## src/hdl/ahdlc_pkg.sv

```systemverilog
// ----------------------------------------------------------------------------
// ahdlc_pkg
// Shared constants, types and the FCS-16 byte step for the async HDLC deframer.
// ----------------------------------------------------------------------------
package ahdlc_pkg;

    // Frame limit in unescaped bytes, and the counter width that can hold it
    localparam int FRAME_MAX = 512;
    localparam int CNT_W     = $clog2(FRAME_MAX + 1);

    localparam logic [15:0] FCS_INIT = 16'hFFFF;
    localparam logic [15:0] FCS_GOOD = 16'hF0B8;
    localparam logic [15:0] FCS_POLY = 16'h8408;

    localparam logic [7:0] HDLC_FLAG = 8'h7E;
    localparam logic [7:0] HDLC_ESC  = 8'h7D;
    localparam logic [7:0] HDLC_XOR  = 8'h20;

    // Result kinds
    localparam logic [1:0] KIND_DATA  = 2'd0;
    localparam logic [1:0] KIND_OK    = 2'd1;
    localparam logic [1:0] KIND_BAD   = 2'd2;
    localparam logic [1:0] KIND_ABORT = 2'd3;

    typedef struct packed {
        logic       valid;
        logic [1:0] kind;
        logic [7:0] data_byte;
        logic       is_protocol;
        logic [8:0] payload_length;
    } t_result;

    // One byte of the reflected CRC-16 (X.25), bit at a time
    function automatic logic [15:0] fcs16_step(input logic [15:0] crc, input logic [7:0] b);
        logic [15:0] c;
        c = crc ^ {8'h00, b};
        for (int k = 0; k < 8; k++) begin
            if (c[0]) begin
                c = (c >> 1) ^ FCS_POLY;
            end else begin
                c = c >> 1;
            end
        end
        return c;
    endfunction

endpackage

```

## src/hdl/ahdlc_ifs.sv

```systemverilog
// ----------------------------------------------------------------------------
// ahdlc interfaces
// Valid/ready channels for line bytes in and deframer results out.
// ----------------------------------------------------------------------------
interface ahdlc_in_if;
    logic       valid;
    logic       ready;
    logic [7:0] rx_byte;

    modport source (output valid, output rx_byte, input ready);
    modport sink   (input valid, input rx_byte, output ready);
endinterface

interface ahdlc_out_if;
    logic       valid;
    logic       ready;
    logic [1:0] kind;
    logic [7:0] data_byte;
    logic       is_protocol;
    logic [8:0] payload_length;

    modport source (output valid, output kind, output data_byte, output is_protocol,
                    output payload_length, input ready);
    modport sink   (input valid, input kind, input data_byte, input is_protocol,
                    input payload_length, output ready);
endinterface

```

## src/hdl/ahdlc_rx_state.sv

```systemverilog
// ----------------------------------------------------------------------------
// ahdlc_rx_state
// Frame state, unescape, FCS and two-byte hold line; one line byte per fire.
// ----------------------------------------------------------------------------
module ahdlc_rx_state import ahdlc_pkg::*; (
    input  logic       i_clk,
    input  logic       i_rst_n,
    input  logic       i_fire,
    input  logic [7:0] i_byte,
    output t_result    o_res
);

    localparam logic [1:0] MODE_HUNT  = 2'd0;
    localparam logic [1:0] MODE_FRAME = 2'd1;
    localparam logic [1:0] MODE_ESC   = 2'd2;

    logic [1:0]       r_mode,  n_mode;
    logic [CNT_W-1:0] r_count, n_count;
    logic [15:0]      r_crc,   n_crc;
    logic [7:0]       r_held [2];
    logic [7:0]       n_held [2];

    logic       take;
    logic [7:0] tb;

    always_comb begin
        n_mode  = r_mode;
        n_count = r_count;
        n_crc   = r_crc;
        n_held  = r_held;
        o_res   = '0;
        take    = 1'b0;
        tb      = i_byte;

        unique case (r_mode)
            MODE_FRAME: begin
                if (i_byte == HDLC_ESC) begin
                    n_mode = MODE_ESC;
                end else if (i_byte == HDLC_FLAG) begin
                    // closing flag; back-to-back flags give nothing
                    if (r_count != '0) begin
                        o_res.valid = 1'b1;
                        if (r_crc == FCS_GOOD && r_count >= CNT_W'(3)) begin
                            o_res.kind           = KIND_OK;
                            o_res.payload_length = 9'(r_count - CNT_W'(3));
                        end else begin
                            o_res.kind = KIND_BAD;
                        end
                        n_count = '0;
                        n_crc   = FCS_INIT;
                    end
                end else begin
                    take = 1'b1;
                end
            end
            MODE_ESC: begin
                take = 1'b1;
                tb   = i_byte ^ HDLC_XOR;
            end
            default: begin
                if (i_byte == HDLC_FLAG) begin
                    n_mode  = MODE_FRAME;
                    n_count = '0;
                    n_crc   = FCS_INIT;
                end
            end
        endcase

        if (take) begin
            if (r_count >= CNT_W'(FRAME_MAX)) begin
                n_mode      = MODE_HUNT;
                o_res.valid = 1'b1;
                o_res.kind  = KIND_ABORT;
            end else begin
                n_crc  = fcs16_step(r_crc, tb);
                n_mode = MODE_FRAME;
                if (r_count < CNT_W'(2)) begin
                    n_held[r_count[0]] = tb;
                end else begin
                    // oldest held byte leaves; FCS bytes stay in the hold line
                    o_res.valid       = 1'b1;
                    o_res.kind        = KIND_DATA;
                    o_res.data_byte   = r_held[0];
                    o_res.is_protocol = (r_count == CNT_W'(2));
                    n_held[0]         = r_held[1];
                    n_held[1]         = tb;
                end
                n_count = r_count + CNT_W'(1);
            end
        end
    end

    always_ff @(posedge i_clk) begin
        if (!i_rst_n) begin
            r_mode  <= MODE_HUNT;
            r_count <= '0;
            r_crc   <= FCS_INIT;
        end else if (i_fire) begin
            r_mode  <= n_mode;
            r_count <= n_count;
            r_crc   <= n_crc;
        end
    end

    always_ff @(posedge i_clk) begin
        if (i_fire) begin
            r_held <= n_held;
        end
    end

    a_count_bound: assert property (@(posedge i_clk) disable iff (!i_rst_n)
        r_count <= CNT_W'(FRAME_MAX))
        else $error("frame byte count past limit");

    a_abort_to_hunt: assert property (@(posedge i_clk) disable iff (!i_rst_n)
        i_fire && o_res.valid && o_res.kind == KIND_ABORT |=> r_mode == MODE_HUNT)
        else $error("abort did not drop sync");

    a_mode_known: assert property (@(posedge i_clk) disable iff (!i_rst_n)
        r_mode == MODE_HUNT || r_mode == MODE_FRAME || r_mode == MODE_ESC)
        else $error("receive mode out of range");

endmodule

```

## src/hdl/async_hdlc_deframer_fcs16_core.sv

```systemverilog
// ----------------------------------------------------------------------------
// async_hdlc_deframer_fcs16_core
// Async HDLC (PPP) receive deframer with FCS-16 check, streaming output.
// ----------------------------------------------------------------------------
// Takes one raw line byte per word and sustains one word per clock while
// results are taken. A byte is captured in an input register, processed
// once the output register is free or draining (flag hunt, escape removal,
// one FCS-16 byte step, two-byte hold line) and the result, if any, lands in
// the output register. Input ready drops only while the input register holds
// a byte and the output holds an untaken word. Frame bytes come out two bytes
// late so the FCS never appears; the first is flagged as the protocol byte.
// A closing flag after a non-empty frame yields frame ok (with payload
// length, excluding protocol and FCS) or frame bad; a byte past FRAME_MAX
// yields an overflow abort and the block hunts for the next flag.
// ----------------------------------------------------------------------------
module async_hdlc_deframer_fcs16_core import ahdlc_pkg::*; (
    input  logic         i_clk,
    input  logic         i_rst_n,
    ahdlc_in_if.sink     i_rx,
    ahdlc_out_if.source  o_res
);

    // input register
    logic       r_in_valid;
    logic [7:0] r_in_byte;

    // output register
    logic       r_out_valid;
    t_result    r_out;

    t_result    step_res;
    logic       fire;

    // process the held byte when the output register is free or draining
    assign fire       = r_in_valid && (!r_out_valid || o_res.ready);
    assign i_rx.ready = !r_in_valid || fire;

    always_ff @(posedge i_clk) begin
        if (!i_rst_n) begin
            r_in_valid <= 1'b0;
        end else if (i_rx.ready) begin
            r_in_valid <= i_rx.valid;
        end
    end

    always_ff @(posedge i_clk) begin
        if (i_rx.valid && i_rx.ready) begin
            r_in_byte <= i_rx.rx_byte;
        end
    end

    ahdlc_rx_state u_state (
        .i_clk   (i_clk),
        .i_rst_n (i_rst_n),
        .i_fire  (fire),
        .i_byte  (r_in_byte),
        .o_res   (step_res)
    );

    always_ff @(posedge i_clk) begin
        if (!i_rst_n) begin
            r_out_valid <= 1'b0;
        end else if (fire) begin
            r_out_valid <= step_res.valid;
        end else if (o_res.ready) begin
            r_out_valid <= 1'b0;
        end
    end

    always_ff @(posedge i_clk) begin
        if (fire && step_res.valid) begin
            r_out <= step_res;
        end
    end

    assign o_res.valid          = r_out_valid;
    assign o_res.kind           = r_out.kind;
    assign o_res.data_byte      = r_out.data_byte;
    assign o_res.is_protocol    = r_out.is_protocol;
    assign o_res.payload_length = r_out.payload_length;

    a_end_fields_clear: assert property (@(posedge i_clk) disable iff (!i_rst_n)
        r_out_valid && r_out.kind != KIND_DATA |-> r_out.data_byte == 8'h00 &&
        !r_out.is_protocol)
        else $error("end result carries data fields");

    a_len_only_ok: assert property (@(posedge i_clk) disable iff (!i_rst_n)
        r_out_valid && r_out.kind != KIND_OK |-> r_out.payload_length == 9'd0)
        else $error("payload length outside frame ok");

    a_in_kept: assert property (@(posedge i_clk) disable iff (!i_rst_n)
        r_in_valid && !fire |=> r_in_valid && $stable(r_in_byte))
        else $error("pending input byte lost");

endmodule

```

## src/flat_wrapper.sv

```systemverilog
// flat-port wrapper written by rule: the top's interface ports become plain ports
module async_hdlc_deframer_fcs16_core_flat import ahdlc_pkg::*;
  (i_clk, i_rst_n, i_rx_valid, i_rx_rx_byte, i_rx_ready, o_res_valid, o_res_kind, o_res_data_byte, o_res_is_protocol, o_res_payload_length, o_res_ready);
  ahdlc_in_if i_rx_i ();
  ahdlc_out_if o_res_i ();
  input  logic i_clk;
  input  logic i_rst_n;
  input wire logic [$bits(i_rx_i.valid)-1:0] i_rx_valid;
  input wire logic [$bits(i_rx_i.rx_byte)-1:0] i_rx_rx_byte;
  output wire logic [$bits(i_rx_i.ready)-1:0] i_rx_ready;
  output wire logic [$bits(o_res_i.valid)-1:0] o_res_valid;
  output wire logic [$bits(o_res_i.kind)-1:0] o_res_kind;
  output wire logic [$bits(o_res_i.data_byte)-1:0] o_res_data_byte;
  output wire logic [$bits(o_res_i.is_protocol)-1:0] o_res_is_protocol;
  output wire logic [$bits(o_res_i.payload_length)-1:0] o_res_payload_length;
  input wire logic [$bits(o_res_i.ready)-1:0] o_res_ready;
  assign i_rx_i.valid = i_rx_valid;
  assign i_rx_i.rx_byte = i_rx_rx_byte;
  assign i_rx_ready = i_rx_i.ready;
  assign o_res_valid = o_res_i.valid;
  assign o_res_kind = o_res_i.kind;
  assign o_res_data_byte = o_res_i.data_byte;
  assign o_res_is_protocol = o_res_i.is_protocol;
  assign o_res_payload_length = o_res_i.payload_length;
  assign o_res_i.ready = o_res_ready;
  async_hdlc_deframer_fcs16_core u_core (.i_clk(i_clk), .i_rst_n(i_rst_n), .i_rx(i_rx_i), .o_res(o_res_i));
endmodule
```

## config.mk

```make
export PLATFORM = sky130hd
export DESIGN_NAME = async_hdlc_deframer_fcs16_core_flat
export DESIGN_NICKNAME = d
export VERILOG_FILES = /design/src/hdl/ahdlc_pkg.sv /design/src/hdl/ahdlc_ifs.sv /design/src/hdl/ahdlc_rx_state.sv /design/src/hdl/async_hdlc_deframer_fcs16_core.sv /design/src/flat_wrapper.sv
export SDC_FILE = /design/constraint.sdc
export NUM_CORES = 1
export LEC_CHECK = 0
export BUFFER_PORTS_ARGS = -buffer_cell sky130_fd_sc_hd__buf_2
export CORE_ASPECT_RATIO = 1.1
export CORE_MARGIN = 2
export CORE_UTILIZATION = 50
export CTS_BUF_LIST = sky130_fd_sc_hd__clkbuf_4
export DETAILED_ROUTE_END_ITERATION = 10
export GPL_TIMING_DRIVEN = 0
export MAX_ROUTING_LAYER = met4
export PLACE_DENSITY = 0.67
export SYNTH_ARGS = -nofsm -noshare
export SYNTH_HDL_FRONTEND = slang
export SYNTH_SLANG_ARGS = --single-unit
```

## constraint.sdc

```tcl
create_clock -name i_clk -period 4.5 [get_ports i_clk]
set_input_delay 0 -clock i_clk [delete_from_list [all_inputs] [get_ports i_clk]]
set_output_delay 0 -clock i_clk [all_outputs]
set_load 0.005 [all_outputs]
```

Yosys cells after proc, flatten, opt, wreduce, memory -nomap -nowiden
Cells that the tools add are included. Widths: inputs -> output; s select.

$add $sub $neg: 2. $lt $le $gt $ge: 5. Equal/unequal tests: 8. Mux-type cells: 60. Bitwise gates (word level): 17. Reduce and logical (&&, ||, !) cells: 16.

Operators with widths (count): $mux 16 (29); $mux 10 (6); $pmux 16 s2 (1); $mux 12 (2); $not 2->3 (8); $pmux 10 s2 (1); $bwmux 16 (1); $eq 16x16->1 const B (1); $eq 8x7->1 const B (2); $xor 16x8->16 (1); $mux 3 (5); $add 10x1->10 const B (1); $eq 10x2->1 const B (1); $ge 10x10->1 const B (1); $ge 10x2->1 const B (1); $lt 10x2->1 const B (1); $reduce_bool 10->1 (1); $mux 9 (1); $sub 9x2->9 const B (1); $demux 8 s1 (1); $mux 2 (4); $mux 8 (1); $not 1->1 (7); $mux 6 (1); 19 further kinds (29).

Bits in registers: 74. Input bits: 12. Word-level logic and storage cells: 120.

Logic depth before layout (Yosys ltp)
Depth after elaboration: 35. Mapped depth: 10. Gate-level depth less buffers: 7.

Hierarchy
Synthesis repeated with hierarchy kept, for this count alone.

Cell total of the unflattened synthesis: 391. Area total of the unflattened synthesis: 3960.0 µm².

By module, submodules not included: ahdlc_rx_state (instances 1, cells each 350, area an instance 3006.6 µm², sequential area each 1041.0 µm²); async_hdlc_deframer_fcs16_core (instances 1, cells each 41, area an instance 953.4 µm², sequential area each 880.8 µm²).

Worst setup path after synthesis
Ideal clock, no wire load.

Path kind: reg2reg. Start point: reg u_core.u_state.r_count[0]. End point: reg u_core.r_out (netlist bit u_core.o_res.data_byte[0]) (enable). Library setup time: 0.404 ns. Arrival: 2.409 ns. Data required time: 4.096 ns. Slack: 1.688 ns. Stages on the path, launching flop included: 7. Path buffers: 1. Period minus slack after synthesis: 2.812 ns. Path through: dfxtp_1 > clkbuf_1 > clkinv_1 > ha_1 > nand3_1 > nand3_1 > a21oi_1.

Word-level cells in the longest chain between the ends: 9. Elaborated cells on any way between the ends: 11.

Ends and longest elaborated chain: start: declaration (line ahdlc_rx_state.sv:18) `logic [CNT_W-1:0] r_count, n_count;`; start signal: assignment (line ahdlc_rx_state.sv:100) `r_count <= n_count;`; $reduce_bool 10->1 (line ahdlc_rx_state.sv:41) `if (r_count != '0) begin`; $mux 3 (line ahdlc_rx_state.sv:41); $mux 3 (line ahdlc_rx_state.sv:39) `end else if (i_byte == HDLC_FLAG) begin`; $mux 3 (line ahdlc_rx_state.sv:37) `if (i_byte == HDLC_ESC) begin`; $mux 3 (line ahdlc_rx_state.sv:35) `unique case (r_mode)`; $mux 12 (line ahdlc_rx_state.sv:77) `if (r_count < CNT_W'(2)) begin`; $mux 3 (line ahdlc_rx_state.sv:70) `if (r_count >= CNT_W'(FRAME_MAX)) begin`; $mux 12 (*) (line ahdlc_rx_state.sv:69) `if (take) begin`; $logic_and 1x1->1 (*) (line async_hdlc_deframer_fcs16_core.sv:71) `if (fire && step_res.valid) begin`; end signal: assignment (line async_hdlc_deframer_fcs16_core.sv:72) `r_out <= step_res;`; end: declaration (line async_hdlc_deframer_fcs16_core.sv:29) `t_result r_out;`.

Every way passes the cells marked *; elsewhere a longest branch is shown, timed or not. A chain may end at the register's enable or synchronous reset.

Worst setup path in the final report
Start point: reg u_core.u_state.r_count[0]. End point: reg u_core.r_out (netlist bit u_core.o_res.kind[1]) (enable).

The elaborated chain is that of the path after synthesis.

==> results.sh <==
export IMPL_htreeDepth=3
export IMPL_grt_pass1_wl_um=13200
export IMPL_fp_dieArea_um2=8420
export IMPL_cp_arrival_ps=3160
export IMPL_fillers=608
export IMPL_crit_type="reg -> reg"
export IMPL_crit_path_cell_trace="clkbuf_1 > clkinv_1 > ha_1 > nand3_1 > nand3_1 > a21oi_2"
export IMPL_pwr_share_clk_pct=39.4
export IMPL_firstDrtPassIters=7
export IMPL_grt_ovfl_total=0
export IMPL_synth_edff_count=44
export IMPL_cts_buffer_depth=2
export IMPL_die_h_um=96.0
export IMPL_wl_per_cell_um=15.6
export IMPL_power_share_sequential_pct=53.7
export IMPL_async_reset_ff_share_pct=0
export IMPL_syn_num_nets=384
export IMPL_syn_avg_cell_area_um2=10.5
export IMPL_antennaDiodeCount=0
export IMPL_top_level_ports=34
export IMPL_path_common_cell="nand3_1"
export IMPL_wl_met3_um=392
export IMPL_p_total_mw=1.36
export IMPL_min_period_over_period_pct=68.8
export IMPL_pwr_density_cell_nw_per_um2=304
export IMPL_globalplace_congestion=0.887
export IMPL_setup_violations_final=0
export IMPL_final_antenna_net_count=0
export IMPL_worst_slew_pin_slew_ps=987
export IMPL_sw_frac_of_total_pct=22.8
export IMPL_cts_tree="done"
export IMPL_crit_buf_inv=2
export IMPL_rsz0062_at_grt="no"
export IMPL_slew_violations=0
export IMPL_fmax_mhz=323
export IMPL_rows=33
export IMPL_synth_cells=368
export IMPL_synth_warnings=0
export IMPL_seq_area_um2=1920
export IMPL_num_vias=2924
export IMPL_critPathMaxFanout=20
export IMPL_period_needed_ps=3100
export IMPL_cp_slowest_stage_delay_ps=840
export IMPL_multi_input_comb_area_um2=1770
export IMPL_coreArea_um2=7470
export IMPL_hold_violations=0
export IMPL_finalNetCount=440
export IMPL_route_detailed_drc=0
export IMPL_status="complete, no violations"
export IMPL_ys_flop_type="edfxtp_1"
export IMPL_yosysTopAreaCell="edfxtp_1"
export IMPL_ctsResizeCount=0
export IMPL_area_growth_pct=16.0
export IMPL_antenna_found_initial=0
export IMPL_portBuffers=32
export IMPL_cp_slowest_cell="a21oi_2"
export IMPL_root_buffer="clkbuf_4"
export IMPL_drt_met1_wl_um=3560
export IMPL_wl_um=8330
export IMPL_yosys_top_cells_area="edfxtp_1, dfxtp_1, xnor2_1, nand2_1, xor2_1"
export IMPL_drive_gt1_share_pct=17.5
export IMPL_critPathRequiredTime_ps=4560
export IMPL_synth_cell_types=65
export IMPL_skew_ps=18.5
export IMPL_leakage_nw=1.79
export IMPL_dp_hpwl_um=5860
export IMPL_drv_cap=0
export IMPL_die_w_um=87.7
export IMPL_clkTransAtPathRegs_ps=130
export IMPL_grt_pass1_vias=2761
export IMPL_post_cts_setup_buffers=0
export IMPL_cts_sinks=74
export IMPL_ys_ff_latch=74
export IMPL_wl_met2_um=4160
export IMPL_grt_total_usage_pct=21.6
export IMPL_avgViaCountPerCell=5.48
export IMPL_tns_ps=0
export IMPL_crit_family="compound AO/OA/AOI/OAI gates"
export IMPL_yosysTopAreaCellShare_pct=34.3
export IMPL_cp_start_kind="register"
export IMPL_p_sw_mw=0.309
export IMPL_ir_drop_mv=0.144
export IMPL_power_internal_mw=1.05
export IMPL_comb_power_share_pct=6.8
export IMPL_start_util_pct=51.5
export IMPL_cts_made_buffers=9
export IMPL_relSlewSlack_pct=34.2
export IMPL_grt_max_degree=21
export IMPL_hold_path_class="in -> reg"
export IMPL_drt_first_iter_violations=169
export IMPL_top_layer="met4"
export IMPL_syn_area_um2=3850
export IMPL_seq_area_frac_synth_pct=49.9
export IMPL_hold_ws_ps=258
export IMPL_clk_latency_ps=440
export IMPL_cts_hold_buf=13
export IMPL_end_kind="register"
[power groups by stage]
| stage | logic, mW | clock network (mW) | registers, mW |
|---|---|---|---|
| after CTS | 0.0919 | 0.546 | 0.729 |
| after floorplan | 0.0642 | 0 | 0.741 |
| after global routing | 0.0998 | 0.570 | 0.731 |
| after detailed placement | 0.0839 | 0 | 0.744 |
| final | 0.0925 | 0.535 | 0.729 |
| after global placement | 0.0824 | 0 | 0.744 |
[metrics by stage]
stage | cell area [um2] | util, % | setup WS (ps) | instances
2_1_floorplan | 3850 | - | 1690 | 368
3_3_place_gp | 4140 | 55.4 | 937 | 505
5_1_grt | 4470 | 59.8 | 1150 | 534
3_5_place_dp | 4150 | 55.5 | 1420 | 505
6_report | 4470 | 59.8 | 1400 | 534
4_1_cts | 4470 | 59.8 | 1370 | 534
[placed cells by master (no fill, tap or decap), drive strengths merged, types with 2 or more instances in the layout]
master and instances:
o21ai 29, xnor2 19, o31ai 2, o21a 6
nand2b 4, nor4 6, nor3 7, ha 4
and3 10, o211ai 9, xor2 15, buf 45
a21o 2, a31oi 3, a21oi 17, xnor3 2
nand3 9, dlygate4sd3 13, edfxtp 44, nand4b 3
or3 2, clkinv 5, a41oi 2, and2 9
dfxtp 30, nor2b 8, clkbuf 19, a311oi 3
nand4 2, bufinv 3, a22oi 3, or4 2
inv 7, nor2 29, nand2 37
[final timing paths]
kind                                                start                 endpoint  slack, ps  cells past startpoint
worst max-delay path            u_core.u_state.r_count[0]     u_core.o_res.kind[1]       1400                      6
worst max register to register  u_core.u_state.r_count[0]     u_core.o_res.kind[1]       1400                      6
worst min register to register    u_core.u_state.r_crc[8]  u_core.u_state.r_crc[8]        510                      2
worst min-delay path                      i_rx_rx_byte[1]      u_core.r_in_byte[1]        260                      2
[logic make-up (layout without fill, tap and decap cells)]
kind of cell / after synthesis / after routing / synth area share, %
adders and majority gates: 4 / 4 / 1.30
xor gates and xnor gates: 37 / 37 / 9.91
DFF: 74 / 74 / 49.9
buffers and inverters: 31 / 92 / 4.32
and+or+nand+nor: 133 / 133 / 19.0
AOI/OAI and AO/OA: 89 / 89 / 15.6
[routing by layer]
layer  GRT usage, %  vias up
met3           4.72       20
li1               -     1451
met2           35.9       89
met5              -        -
met1           25.3     1364
met4           9.23        0
[Yosys cell counts (2+ instances only)]
master,n
buf_6,5
inv_1,6
clkbuf_1,10
and2_1,8
clkinv_1,2
nand2b_1,4
dfxtp_1,30
a41oi_1,2
o21a_1,6
edfxtp_1,44
ha_1,4
nor4_1,3
nor2_1,27
nor4_4,2
buf_2,7
o21ai_1,4
and3_1,10
a21o_1,2
o211ai_1,9
xnor2_1,18
a311oi_1,2
o21ai_0,24
nand4_1,2
xor2_1,14
xnor3_1,2
nor2b_1,8
nand4b_1,3
a31oi_1,3
nor3_1,6
nand3_1,9
or4_1,2
or3_1,2
nand2_1,37
a21oi_1,17
a22oi_1,3
o31ai_1,2
[flip-flops by register name (all words and copies together), names as in the netlist]
| signal | flops |
|---|---|
| u_core.o_res.payload_length | 9 |
| u_core.u_state.r_held | 16 |
| u_core.u_state.r_crc | 16 |
| u_core.u_state.r_count | 10 |
| u_core.r_in_valid | 1 |
| u_core.u_state.r_mode | 2 |
| u_core.o_res.data_byte | 8 |
| u_core.o_res.kind | 2 |
| u_core.r_in_byte | 8 |
| u_core.o_res.valid | 1 |
| u_core.o_res.is_protocol | 1 |
[final cells by class]
cell class              instances  share of cell area, %
flip-flops and latches         74                   43.0
multi-input cells             263                   39.5
repair buffers                 45                   6.49
plain buffers                  23                   3.05
well taps                     105                   2.94
clock inverters                 7                   2.80
clock buffers                   9                   1.51
inverters                       8                  0.672
Power figures use the tool's default switching activity.
